$ cat src/rtl/pfs_pkg.sv
// Shared types, codes and defaults of the periodic frame scheduler.
package pfs_pkg;

  localparam int MAX_ENTRIES_DEF = 16;
  localparam int TX_SLOTS_DEF    = 3;
  localparam logic [7:0] FAIL_LIMIT_RST = 8'd3;

  // input item kinds
  localparam logic [1:0] KIND_ADD    = 2'd0;
  localparam logic [1:0] KIND_REMOVE = 2'd1;
  localparam logic [1:0] KIND_PASS   = 2'd2;

  // status codes
  localparam logic [2:0] ST_OK        = 3'd0;
  localparam logic [2:0] ST_FULL      = 3'd1;
  localparam logic [2:0] ST_ZERO_PER  = 3'd2;
  localparam logic [2:0] ST_DUP       = 3'd3;
  localparam logic [2:0] ST_NOT_FOUND = 3'd4;

  // register index of fail_limit
  localparam logic REG_FAIL_LIMIT = 1'b0;

  typedef struct packed {
    logic [28:0] id;
    logic        fmt;
    logic [15:0] period;
    logic [31:0] last_tick;
    logic [31:0] missed;
  } entry_t;

  localparam int ENTRY_W = $bits(entry_t);

  typedef struct packed {
    logic        kind;
    logic [2:0]  status;
    logic [3:0]  index;
    logic [28:0] id;
    logic        ext;
    logic        sent;
    logic        abort;
    logic        last;
  } res_t;

  function automatic res_t mk_status(input logic [2:0] code);
    res_t r;
    r = '0;
    r.status = code;
    r.last = 1'b1;
    return r;
  endfunction

endpackage

$ cat src/rtl/pfs_ram.sv
// Generic single-write, single-read RAM with registered read data.
module pfs_ram #(
  parameter int WIDTH = 8,
  parameter int DEPTH = 16
) (
  input  logic                                  clk,
  input  logic                                  we,
  input  logic [(DEPTH > 1 ? $clog2(DEPTH) : 1)-1:0] waddr,
  input  logic [WIDTH-1:0]                      wdata,
  input  logic [(DEPTH > 1 ? $clog2(DEPTH) : 1)-1:0] raddr,
  output logic [WIDTH-1:0]                      rdata
);

  logic [WIDTH-1:0] mem [DEPTH];

  always_ff @(posedge clk) begin
    if (we) begin
      mem[waddr] <= wdata;
    end
    rdata <= mem[raddr];
  end

endmodule

$ cat src/rtl/pfs_div.sv
// Restoring divider, 32-bit dividend by 16-bit divisor, one quotient bit a cycle.
module pfs_div (
  input  logic        clk,
  input  logic        rst,
  input  logic        start,
  input  logic [31:0] dividend,
  input  logic [15:0] divisor,
  output logic        done,
  output logic [31:0] quotient
);

  logic [15:0] rem;
  logic [31:0] dq;
  logic [15:0] dvs;
  logic [5:0]  cnt;
  logic        busy;
  logic [16:0] rem_sh;
  logic        ge;

  assign rem_sh = {rem, dq[31]};
  assign ge = rem_sh >= {1'b0, dvs};
  assign quotient = dq;

  // shift/subtract step
  always_ff @(posedge clk) begin
    if (rst) begin
      busy <= 1'b0;
      done <= 1'b0;
      cnt <= '0;
    end else begin
      done <= 1'b0;
      if (start) begin
        busy <= 1'b1;
        cnt <= '0;
        rem <= '0;
        dq <= dividend;
        dvs <= divisor;
      end else if (busy) begin
        rem <= ge ? 16'(rem_sh - {1'b0, dvs}) : rem_sh[15:0];
        dq <= {dq[30:0], ge};
        cnt <= cnt + 6'd1;
        if (cnt == 6'd31) begin
          busy <= 1'b0;
          done <= 1'b1;
        end
      end
    end
  end

endmodule

$ cat src/rtl/periodic_frame_scheduler_core.sv
// Top level of the periodic frame scheduler: table sequencer, config port, output stage.
//
//  channel | direction | handshake          | payload
//  cfg     | in/out    | psel/penable/pready| paddr, pwdata, prdata (fail_limit)
//  in      | in        | in_valid/in_stall  | kind, frame_id, extended, period_ms, now_tick,
//          |           |                    | free_slots
//  out     | out       | out_valid/out_stall| result_kind, status, entry_index, out_id,
//          |           |                    | out_extended, sent, abort_all, last
//
// One item at a time. Add/remove scan the table entry by entry through the registered RAM
// read; remove then shifts each later entry down by one (read, then write). A pass checks
// each entry, sends a due entry while slots remain and defers it through the serial divider.
// Results leave through one output register and a held result that carries the last flag;
// a stalled output holds the sequencer. Synchronous reset clears the count, fail_limit and control; no clearing pass.
module periodic_frame_scheduler_core #(
  parameter int MAX_ENTRIES = pfs_pkg::MAX_ENTRIES_DEF,
  parameter int TX_SLOTS    = pfs_pkg::TX_SLOTS_DEF
) (
  input  logic        clk,
  input  logic        rst,
  input  logic        psel,
  input  logic        penable,
  input  logic        pwrite,
  input  logic [2:0]  paddr,
  input  logic [31:0] pwdata,
  output logic [31:0] prdata,
  output logic        pready,
  input  logic        in_valid,
  output logic        in_stall,
  input  logic [1:0]  kind,
  input  logic [28:0] frame_id,
  input  logic        extended,
  input  logic [15:0] period_ms,
  input  logic [31:0] now_tick,
  input  logic [1:0]  free_slots,
  output logic        out_valid,
  input  logic        out_stall,
  output logic        result_kind,
  output logic [2:0]  status,
  output logic [3:0]  entry_index,
  output logic [28:0] out_id,
  output logic        out_extended,
  output logic        sent,
  output logic        abort_all,
  output logic        last
);

  import pfs_pkg::*;

  localparam int IW = MAX_ENTRIES > 1 ? $clog2(MAX_ENTRIES) : 1;
  localparam int CW = $clog2(MAX_ENTRIES + 1);
  localparam int SW = $clog2(TX_SLOTS + 1);

  localparam logic [3:0] S_IDLE  = 4'd0;
  localparam logic [3:0] S_RD    = 4'd1;
  localparam logic [3:0] S_CHK   = 4'd2;
  localparam logic [3:0] S_SEND  = 4'd3;
  localparam logic [3:0] S_DIV   = 4'd4;
  localparam logic [3:0] S_DEFER = 4'd5;
  localparam logic [3:0] S_PUSH  = 4'd6;
  localparam logic [3:0] S_SHRD  = 4'd7;
  localparam logic [3:0] S_SHWR  = 4'd8;
  localparam logic [3:0] S_ADDWR = 4'd9;
  localparam logic [3:0] S_FIN   = 4'd10;

  logic [3:0]    state;
  logic [7:0]    fail_limit;
  logic [CW-1:0] entry_count;
  logic [CW-1:0] idx;
  logic [SW-1:0] slots;
  logic [1:0]    op;
  logic [28:0]   id_r;
  logic          ext_r;
  logic [15:0]   per_r;
  logic [31:0]   now_r;
  entry_t        ent;
  logic [31:0]   elapsed;
  res_t          res;
  res_t          pend;
  logic          pend_valid;
  res_t          out_r;
  res_t          rep;
  res_t          pend_last;
  logic          out_load;

  logic          ram_we;
  logic [IW-1:0] ram_waddr;
  entry_t        ram_wdata;
  logic [IW-1:0] ram_raddr;
  entry_t        ram_rdata;
  logic [ENTRY_W-1:0] ram_rbits;

  logic          div_start;
  logic          div_done;
  logic [31:0]   div_q;

  logic          in_acc;
  logic          out_free;
  logic [31:0]   el_now;
  logic          due;
  logic [31:0]   el_left;
  logic [IW+3:0] ix_w;
  logic [CW:0]   idx_p1;
  logic [CW:0]   idx_p2;
  logic [CW:0]   cnt_x;

  assign in_stall = state != S_IDLE;
  assign in_acc   = in_valid && !in_stall;
  assign out_free = !out_valid || !out_stall;
  assign pready   = 1'b1;
  assign prdata   = (paddr[2] == REG_FAIL_LIMIT) ? {24'b0, fail_limit} : 32'b0;

  assign el_now  = now_r - ram_rdata.last_tick;
  assign due     = (ram_rdata.period != 16'd0) && (el_now >= {16'b0, ram_rdata.period});
  assign el_left = elapsed - {16'b0, ent.period};
  assign ix_w    = {4'b0, idx[IW-1:0]};
  assign idx_p1  = {1'b0, idx} + 1'b1;
  assign idx_p2  = {1'b0, idx} + 2'd2;
  assign cnt_x   = {1'b0, entry_count};

  assign ram_rdata = entry_t'(ram_rbits);
  assign ram_raddr = (state == S_SHRD) ? idx_p1[IW-1:0] : idx[IW-1:0];
  assign div_start = (state == S_CHK) && (op == KIND_PASS) && due && (slots == '0);

  // due entry report for the entry being handled
  always_comb begin
    rep = '0;
    rep.kind = 1'b1;
    rep.index = ix_w[3:0];
    rep.id = ent.id;
    rep.ext = ent.fmt;
    rep.sent = state == S_SEND;
    rep.abort = (state == S_DEFER) && (div_q > ent.missed) && (fail_limit != 8'd0)
                && (div_q >= {24'b0, fail_limit});
  end

  // held result closing the item carries the last flag
  always_comb begin
    pend_last = pend;
    pend_last.last = 1'b1;
  end

  assign out_load = pend_valid && out_free && (state == S_PUSH || state == S_FIN);

  // table writes: append, shift down, send update, deferral update
  always_comb begin
    ram_we = 1'b0;
    ram_waddr = idx[IW-1:0];
    ram_wdata = ent;
    case (state)
      S_ADDWR: begin
        ram_we = 1'b1;
        ram_waddr = entry_count[IW-1:0];
        ram_wdata.id = id_r;
        ram_wdata.fmt = ext_r;
        ram_wdata.period = per_r;
        ram_wdata.last_tick = now_r;
        ram_wdata.missed = '0;
      end
      S_SHWR: begin
        ram_we = 1'b1;
        ram_wdata = ram_rdata;
      end
      S_SEND: begin
        ram_we = 1'b1;
        ram_wdata.missed = '0;
        ram_wdata.last_tick = (el_left >= {16'b0, ent.period}) ? now_r
                              : ent.last_tick + {16'b0, ent.period};
      end
      S_DEFER: begin
        ram_we = div_q > ent.missed;
        ram_wdata.missed = div_q;
      end
      default: ;
    endcase
  end

  pfs_ram #(.WIDTH(ENTRY_W), .DEPTH(MAX_ENTRIES)) u_table (
    .clk   (clk),
    .we    (ram_we),
    .waddr (ram_waddr),
    .wdata (ram_wdata),
    .raddr (ram_raddr),
    .rdata (ram_rbits)
  );

  pfs_div u_div (
    .clk      (clk),
    .rst      (rst),
    .start    (div_start),
    .dividend (el_now),
    .divisor  (ram_rdata.period),
    .done     (div_done),
    .quotient (div_q)
  );

  // configuration register
  always_ff @(posedge clk) begin
    if (rst) begin
      fail_limit <= FAIL_LIMIT_RST;
    end else if (psel && penable && pwrite && pready && paddr[2] == REG_FAIL_LIMIT) begin
      fail_limit <= pwdata[7:0];
    end
  end

  // sequencer
  always_ff @(posedge clk) begin
    if (rst) begin
      state <= S_IDLE;
      entry_count <= '0;
      pend_valid <= 1'b0;
      out_valid <= 1'b0;
      idx <= '0;
      slots <= '0;
    end else begin
      if (out_load) begin
        out_valid <= 1'b1;
      end else if (!out_stall) begin
        out_valid <= 1'b0;
      end
      case (state)
        S_IDLE: begin
          if (in_acc) begin
            op <= kind;
            id_r <= frame_id;
            ext_r <= extended;
            per_r <= period_ms;
            now_r <= now_tick;
            idx <= '0;
            if (32'(free_slots) > TX_SLOTS) begin
              slots <= SW'(TX_SLOTS);
            end else begin
              slots <= SW'(free_slots);
            end
            case (kind)
              KIND_ADD: begin
                if (32'(entry_count) >= MAX_ENTRIES) begin
                  pend <= mk_status(ST_FULL);
                  pend_valid <= 1'b1;
                  state <= S_FIN;
                end else if (period_ms == 16'd0) begin
                  pend <= mk_status(ST_ZERO_PER);
                  pend_valid <= 1'b1;
                  state <= S_FIN;
                end else begin
                  state <= S_RD;
                end
              end
              KIND_REMOVE, KIND_PASS: state <= S_RD;
              default: state <= S_IDLE;
            endcase
          end
        end
        S_RD: begin
          if (idx == entry_count) begin
            case (op)
              KIND_ADD: state <= S_ADDWR;
              KIND_REMOVE: begin
                pend <= mk_status(ST_NOT_FOUND);
                pend_valid <= 1'b1;
                state <= S_FIN;
              end
              default: state <= S_FIN;
            endcase
          end else begin
            state <= S_CHK;
          end
        end
        S_CHK: begin
          ent <= ram_rdata;
          elapsed <= el_now;
          if (op == KIND_PASS) begin
            if (!due) begin
              idx <= idx + 1'b1;
              state <= S_RD;
            end else if (slots != '0) begin
              state <= S_SEND;
            end else begin
              state <= S_DIV;
            end
          end else if (ram_rdata.id == id_r) begin
            if (op == KIND_ADD) begin
              pend <= mk_status(ST_DUP);
              pend_valid <= 1'b1;
              state <= S_FIN;
            end else if (idx_p1 < cnt_x) begin
              state <= S_SHRD;
            end else begin
              entry_count <= entry_count - 1'b1;
              pend <= mk_status(ST_OK);
              pend_valid <= 1'b1;
              state <= S_FIN;
            end
          end else begin
            idx <= idx + 1'b1;
            state <= S_RD;
          end
        end
        S_SEND: begin
          slots <= slots - 1'b1;
          res <= rep;
          state <= S_PUSH;
        end
        S_DIV: begin
          if (div_done) begin
            state <= S_DEFER;
          end
        end
        S_DEFER: begin
          res <= rep;
          state <= S_PUSH;
        end
        S_PUSH: begin
          // the held result goes out once the next one is known
          if (out_free) begin
            if (pend_valid) begin
              out_r <= pend;
            end
            pend <= res;
            pend_valid <= 1'b1;
            idx <= idx + 1'b1;
            state <= S_RD;
          end
        end
        S_SHRD: state <= S_SHWR;
        S_SHWR: begin
          idx <= idx + 1'b1;
          if (idx_p2 < cnt_x) begin
            state <= S_SHRD;
          end else begin
            entry_count <= entry_count - 1'b1;
            pend <= mk_status(ST_OK);
            pend_valid <= 1'b1;
            state <= S_FIN;
          end
        end
        S_ADDWR: begin
          entry_count <= entry_count + 1'b1;
          pend <= mk_status(ST_OK);
          pend_valid <= 1'b1;
          state <= S_FIN;
        end
        S_FIN: begin
          if (!pend_valid) begin
            state <= S_IDLE;
          end else if (out_free) begin
            out_r <= pend_last;
            pend_valid <= 1'b0;
            state <= S_IDLE;
          end
        end
        default: state <= S_IDLE;
      endcase
    end
  end

  assign result_kind  = out_r.kind;
  assign status       = out_r.status;
  assign entry_index  = out_r.index;
  assign out_id       = out_r.id;
  assign out_extended = out_r.ext;
  assign sent         = out_r.sent;
  assign abort_all    = out_r.abort;
  assign last         = out_r.last;

  // checks
  a_count_range: assert property (@(posedge clk) disable iff (rst)
    32'(entry_count) <= MAX_ENTRIES) else $error("entry count past table size");

  a_idle_no_pend: assert property (@(posedge clk) disable iff (rst)
    state == S_IDLE |-> !pend_valid) else $error("held result left behind");

  a_we_busy: assert property (@(posedge clk) disable iff (rst)
    ram_we |-> state != S_IDLE) else $error("table write while idle");

  a_slots_cap: assert property (@(posedge clk) disable iff (rst)
    32'(slots) <= TX_SLOTS) else $error("slot count above cap");

  a_out_before_push: assert property (@(posedge clk) disable iff (rst)
    state == S_PUSH && !out_free |=> state == S_PUSH) else $error("push ran over stalled output");

endmodule
$ cat config.mk
export PLATFORM = sky130hd
export DESIGN_NAME = periodic_frame_scheduler_core
export DESIGN_NICKNAME = d
export VERILOG_FILES = /design/src/rtl/pfs_pkg.sv /design/src/rtl/pfs_ram.sv /design/src/rtl/pfs_div.sv /design/src/rtl/periodic_frame_scheduler_core.sv
export SDC_FILE = /design/constraint.sdc
export NUM_CORES = 2
export LEC_CHECK = 0
export BUFFER_PORTS_ARGS = -buffer_cell sky130_fd_sc_hd__clkbuf_2
export CORE_MARGIN = 2
export CORE_UTILIZATION = 45
export DETAILED_ROUTE_END_ITERATION = 8
export GPL_TIMING_DRIVEN = 0
export MAX_ROUTING_LAYER = met4
export SYNTH_ARGS = -nofsm -noshare
export SYNTH_HDL_FRONTEND = slang
export SYNTH_SLANG_ARGS = --single-unit
$ cat constraint.sdc
create_clock -name clk -period 14 [get_ports clk]
set_input_delay 2.8 -clock clk [delete_from_list [all_inputs] [get_ports clk]]
set_output_delay 2.8 -clock clk [all_outputs]
set_load 0.01 [all_outputs]
; ---- Yosys cells after proc, flatten, opt, wreduce, memory -nomap -nowiden
; Memory sizes are Yosys's and may differ from the RTL's. A register that Yosys moved wholly into a read port is not among the register bits.
; Cells that the tools add are included.
[word_totals]
register_bits = 443
ramBits = 1760
input_bits = 124
output_inout_bits = 76
mem_count = 1
[op_classes]
n_addsub = 11
n_lt_le_gt_ge = 8
eq_ne = 37
mux = 86
bitwise_logic = 3
reduce_logical = 53
[memory_table]
columns = memory, depth, width, read_ports, rd_clocked_by_memory_dff, wr, line
row1 = u_table.mem, 16, 110, 1, 1, 1, pfs_ram.sv:14  ; logic [WIDTH-1:0] mem [DEPTH];
[ops]
columns = operator, count
row1 = 41-bit 2-to-1 mux, 16
row2 = 41-bit case mux with 6 select lines, 1
row3 = 32-bit case mux with 3 select lines, 2
row4 = 41-bit case mux with 2 select lines, 2
row5 = 32-bit 2-to-1 mux, 3
row6 = 46-bit case mux with 2 select lines, 1
row7 = 32-bit by 16-bit greater-or-equal comparator with 1-bit output, 2
row8 = 4-bit 2-to-1 mux, 15
row9 = 5-bit 2-to-1 mux, 10
row10 = 4-bit case mux with 10 select lines, 1
row11 = 32-bit by 16-bit adder with 32-bit output, 1
row12 = 32-bit by 8-bit greater-or-equal comparator with 1-bit output, 1
row13 = 32-bit greater-than comparator, 1
row14 = 16-bit 2-to-1 mux, 2
row15 = 32-bit by 16-bit subtractor with 32-bit output, 1
row16 = 32-bit subtractor, 1
row17 = 29-bit equality test, 1
row18 = 1-bit 2-to-1 mux, 22
row19 = 2-bit inequality test (second input constant), 10
row20 = 5-bit case mux with 4 select lines, 1
row21 = 17-bit by 16-bit greater-or-equal comparator with 1-bit output, 1
row22 = 4-bit by 3-bit equality test with 1-bit output (second input constant), 4
row23 = 16-bit zero test, 1
row24 = 16-bit nonzero test, 1
row25 = other kinds (47), 97

; ---- Logic depth before layout (Yosys ltp)
[depth]
word_depth = 7
depth_mapped = 24
mapped_depth_nobuf = 22

; ---- Hierarchy
; Synthesis repeated with hierarchy kept, for this count alone.
[hier_totals]
hier_cells = 5135
area_unflattened_um2 = 93499.7
[by_module_without_submodules]
columns = module, n_inst, cells_each, area_per_inst_um2
row1 = pfs_ram, 1, 2813, 68017.7
row2 = periodic_frame_scheduler_core, 1, 2001, 21668.3
row3 = pfs_div, 1, 321, 3813.7

; ---- Worst setup path after synthesis
; No wires, ideal clock.
[synth_timing]
path_type = flip-flop to flip-flop
start = register u_div.dq[1], in the netlist u_div.quotient[1]
end = memory u_table.mem[12][0] (netlist name), enable pin
arrival_time_ns = 10.062
t_required_ns = 13.287
setup_slack_ns = 3.225
path_stages_with_launch = 16
synth_period_minus_slack_ns = 10.775
cell_sequence = edfxtp_1 -> ha_1 -> nor2b_1 -> o21a_1 -> o21a_1 -> o21a_1 -> o21a_1 -> o21a_1 -> o21ai_0 -> a211oi_1 -> o21ai_0 -> a221o_1 -> and2_1 -> clkbuf_1 -> clkbuf_1 -> nor3_1
[synth_via]
elab_chain_cells = 4
[synth_lines]
columns = element, line
row1 = from (decl), pfs_div.sv:13  ; logic [31:0] dq;
row2 = from (signal assigned), pfs_div.sv:36  ; dq <= dividend;
row3 = from (signal assigned), pfs_div.sv:40  ; dq <= {dq[30:0], ge};
row4 = 32-bit greater-than comparator, periodic_frame_scheduler_core.sv:171  ; ram_we = div_q > ent.missed;
row5 = 1-bit case mux with 2 select lines, periodic_frame_scheduler_core.sv:150  ; case (state)
row6 = 1-bit 2-to-1 mux, pfs_ram.sv:17  ; if (we) begin
row7 = 1-bit 2-to-1 mux (not written as such), pfs_ram.sv:18  ; mem[waddr] <= wdata;
row8 = to (decl), pfs_ram.sv:14
; Every way passes these cells.

==> results.md <==
- RSZ-0062 raised after global routing: false
- Period utilization: 0.553
- Worst Path Class, Setup: register to register
- Worst EP required: 14.46 ns
- Nets: 5988
- Critical-path cell list: inv_1 > ha_1 > nor2b_1 > o21ai_0 > a21oi_1 > o21ai_0 > a21oi_1 > o2111ai_1 > nand2_1 > xor2_1 > ha_1 > a21oi_1 > nor2b_1 > o21ai_0 > nand4_1 > nor2_1 > nand3_1 > a2111oi_0 > o2111ai_2 > buf_2 > mux2i_1 > o221ai_1
- 1st-iter DRT viols: 5861
- Area leader, netlist: edfxtp_1
- Fmax: 129 MHz
- Synthesized flop and latch total: 2308
- Drt via density: 5.88
- Vias in the first global route: 50400
- Post-Syn Area: 93300 µm²
- Slew headroom: -0.0976
- Fin cells: 8597
- Post-synthesis average cell area: 18.8 µm²
- Count of final hold-check violations: 0
- Final Max Tran Viols: 11
- Worst Setup Start Kind: register
- Post-cts resize count: 0
- Hold Buf Count CTS: 0
- Synth top area cells: edfxtp_1 (70%), mux4_2 (13%), dfxtp_1 (3.1%)
- WL per Instance: 30.2 µm
- Number of distinct library cells after synthesis: 83
- Maximum number of pins on one net before global-route repair: 32
- Row count: 167
- Gr ovfl total: 0
- Worst Setup End Kind: register
- Die W: 459 µm
- Buf/Inv on CP: 2
- Worst VDD drop: 0.149 mV
- Ys flop type: edfxtp_1
- Clock tree buffer depth: 3
- Routed wire length: 260000 µm
- H-Tree Depth: 4
- CTS buffer count: 228
- Drt pass-1 iters: 6
- TNS Setup: 0 ns
- Synth Instances: 4966
- Placed Cells incl. Taps: 8161
- # DRC: 0
- DP Worst Slack: 6.09 ns
- CP Max Fanout: 16
- Outcome: finished with violations
- Post-DRT Antenna Nets: 0
- RD Place Congestion: 0.907
- CTS tree: built
- PortBufs: 147
- Register area share after synthesis: 0.728
- LEAKAGE: 37.6 nW
- Delay-heaviest family, CP: compound AO/OA/AOI/OAI gates
- Initial antenna violation count: 8
- Later-pin clock latency in the skew report: 0.88 ns
- Minimum clock period: 7.75 ns
- Violated checks: capacitance limit, slew limit
- CP max stage delay: 1.02 ns
- Gr usage total: 0.254
- Layout cells sized above 1: 0.253
- Area grow syn2layout: 17.1%
- Area of the multi-input gates: 24000 µm²
- Ys async rst share: 0
- Clk sinks: 2308
- Hold Crit Class: register to register
- Max-cap violations: 1
- Post-CTS Setup Inserts: 0
- Num ports: 200
- Initial core utilization: 0.451
- Core area: 207000 µm²
- Top cell type's share of synthesized area: 0.697
- Fillers: 16100
- Clock-pin transition on the worst setup and hold timing paths: 0.06 ns
- DIE HEIGHT: 459 µm
- Slew @ Worst Pin: 1.65 ns
- Final Skew: 0.0350 ns
- Die Footprint: 211000 µm²
- First-pass GRT wire length: 370000 µm
- Clk root buf: clkbuf_16
- Synth Warn #: 0
- WP data arrival: 8.21 ns
- Vias: 50500
- EDFF count, synth: 2164
- Post-DP HPWL: 182000 µm
- Final setup margin: 6.25 ns
- Slowest CP cell: o221ai_1
- Final Setup Violations: 0
- Power per cell area: 174 nW/µm²
- FF/Latch Area: 67900 µm²
-- metrics by stage --
stage	cell area [µm²]	util	hold slack, ns	power (mW)
finish	109000	0.529	0.420	19.0
detailed placement	101000	0.491	0.406	12.7
floorplan	93400	-	0.400	11.2
CTS	109000	0.528	0.420	19.0
global placement	97500	0.472	0.406	12.6
global route	109000	0.529	0.427	19.6
-- worst register-to-register path: cells and delay by family (launching register included) --
kind | cells | cell delay [ns]
xor+xnor | 1 | 0.17
fa+ha+maj | 2 | 0.57
buf+inv | 2 | 0.78
flops | 1 | 0.52
simple gates | 6 | 0.75
mux | 1 | 0.20
compound gates | 10 | 4.32
-- report_power, final --
group          switching, mW  leakage (nW)  internal (mW)
clock                   2.65          3.86           3.72
combinational           2.37          13.1           1.34
sequential             0.357          20.7           8.51
-- per-layer routing --
metal  GRT usage  up-vias  share of wire
li1            -    21400              -
met5           -        -              0
met4      0.0938        0          0.040
met2       0.408     2076           0.49
met1       0.331    26600           0.40
met3      0.0390      412          0.067
-- state kept, by name (all words and copies together), names as in the netlist, 5 cells and up --
name and count:
elapsed 32, u_table.rdata 110, u_div.quotient 32, per_r 16, fail_limit 8, now_r 32
pend 41, idx 5, u_div.cnt 6, u_table.mem 1760, entry_count 5, id_r 29
out_id 29, res 36, u_div.rem 16, u_div.dvs 16, ent 110
-- placed cells by master, fill, tap and decap left out, drive strengths merged, types with 10 or more instances in the layout --
cell and count:
a211o 10, nor2 186, bufinv 28, nor2b 25
xor2 35, conb 25, ha 170, nand2 243
nor3 60, a211oi 18, or3 15, clkinv 85
buf 403, a21oi 151, edfxtp 2164, inv 172
mux4 550, o211ai 12, nand2b 23, a31oi 20
o21ai 186, xnor2 88, nor4 31, mux2i 116
and2 44, dfxtp 144, nand3 42, nand4 36
a21o 44, o21a 26, clkbuf 610, and3 17
-- cell families after synthesis --
logic type	synth area share
flops	0.728
simple gates	0.0381
fa+ha+maj	0.0239
xor+xnor	0.0115
compound gates	0.0349
other cells	0.0000805
buf+inv	0.0177
mux	0.146
-- synth_stat cells, drive strengths merged (10+ instances only) --
master	n
nor3	60
o21ai	186
xor2	35
inv	164
a21o	44
or3	15
a31oi	20
a211o	10
nor2	186
xnor2	88
nand3	42
o211ai	12
nand4	36
ha	170
and3	17
nor2b	25
nor4	31
clkbuf	159
nand2b	23
mux4	550
a21oi	151
nand2	243
edfxtp	2164
buf	80
dfxtp	144
a211oi	18
and2	44
mux2i	116
o21a	26
-- cell type report --
type	count	share of cell area
clock inverters	127	0.0132
diodes	3	0.0000687
repair buffers	470	0.0409
plain buffers	239	0.00959
flip-flops and latches	2308	0.621
multi-input cells	2277	0.220
well taps	2704	0.0310
clock buffers	304	0.0585
inverters	165	0.00567
-- worst paths after layout --
check	from	to	slack, ns	cells after the start
max	ent[65]	u_table.mem[10][48]	6.25	22
min	pend[35]	entry_index[2]	0.42	0
max reg2reg	ent[65]	u_table.mem[10][48]	6.25	22
min reg2reg	pend[35]	entry_index[2]	0.42	0
No activity file was read; power rests on OpenSTA's default activity.
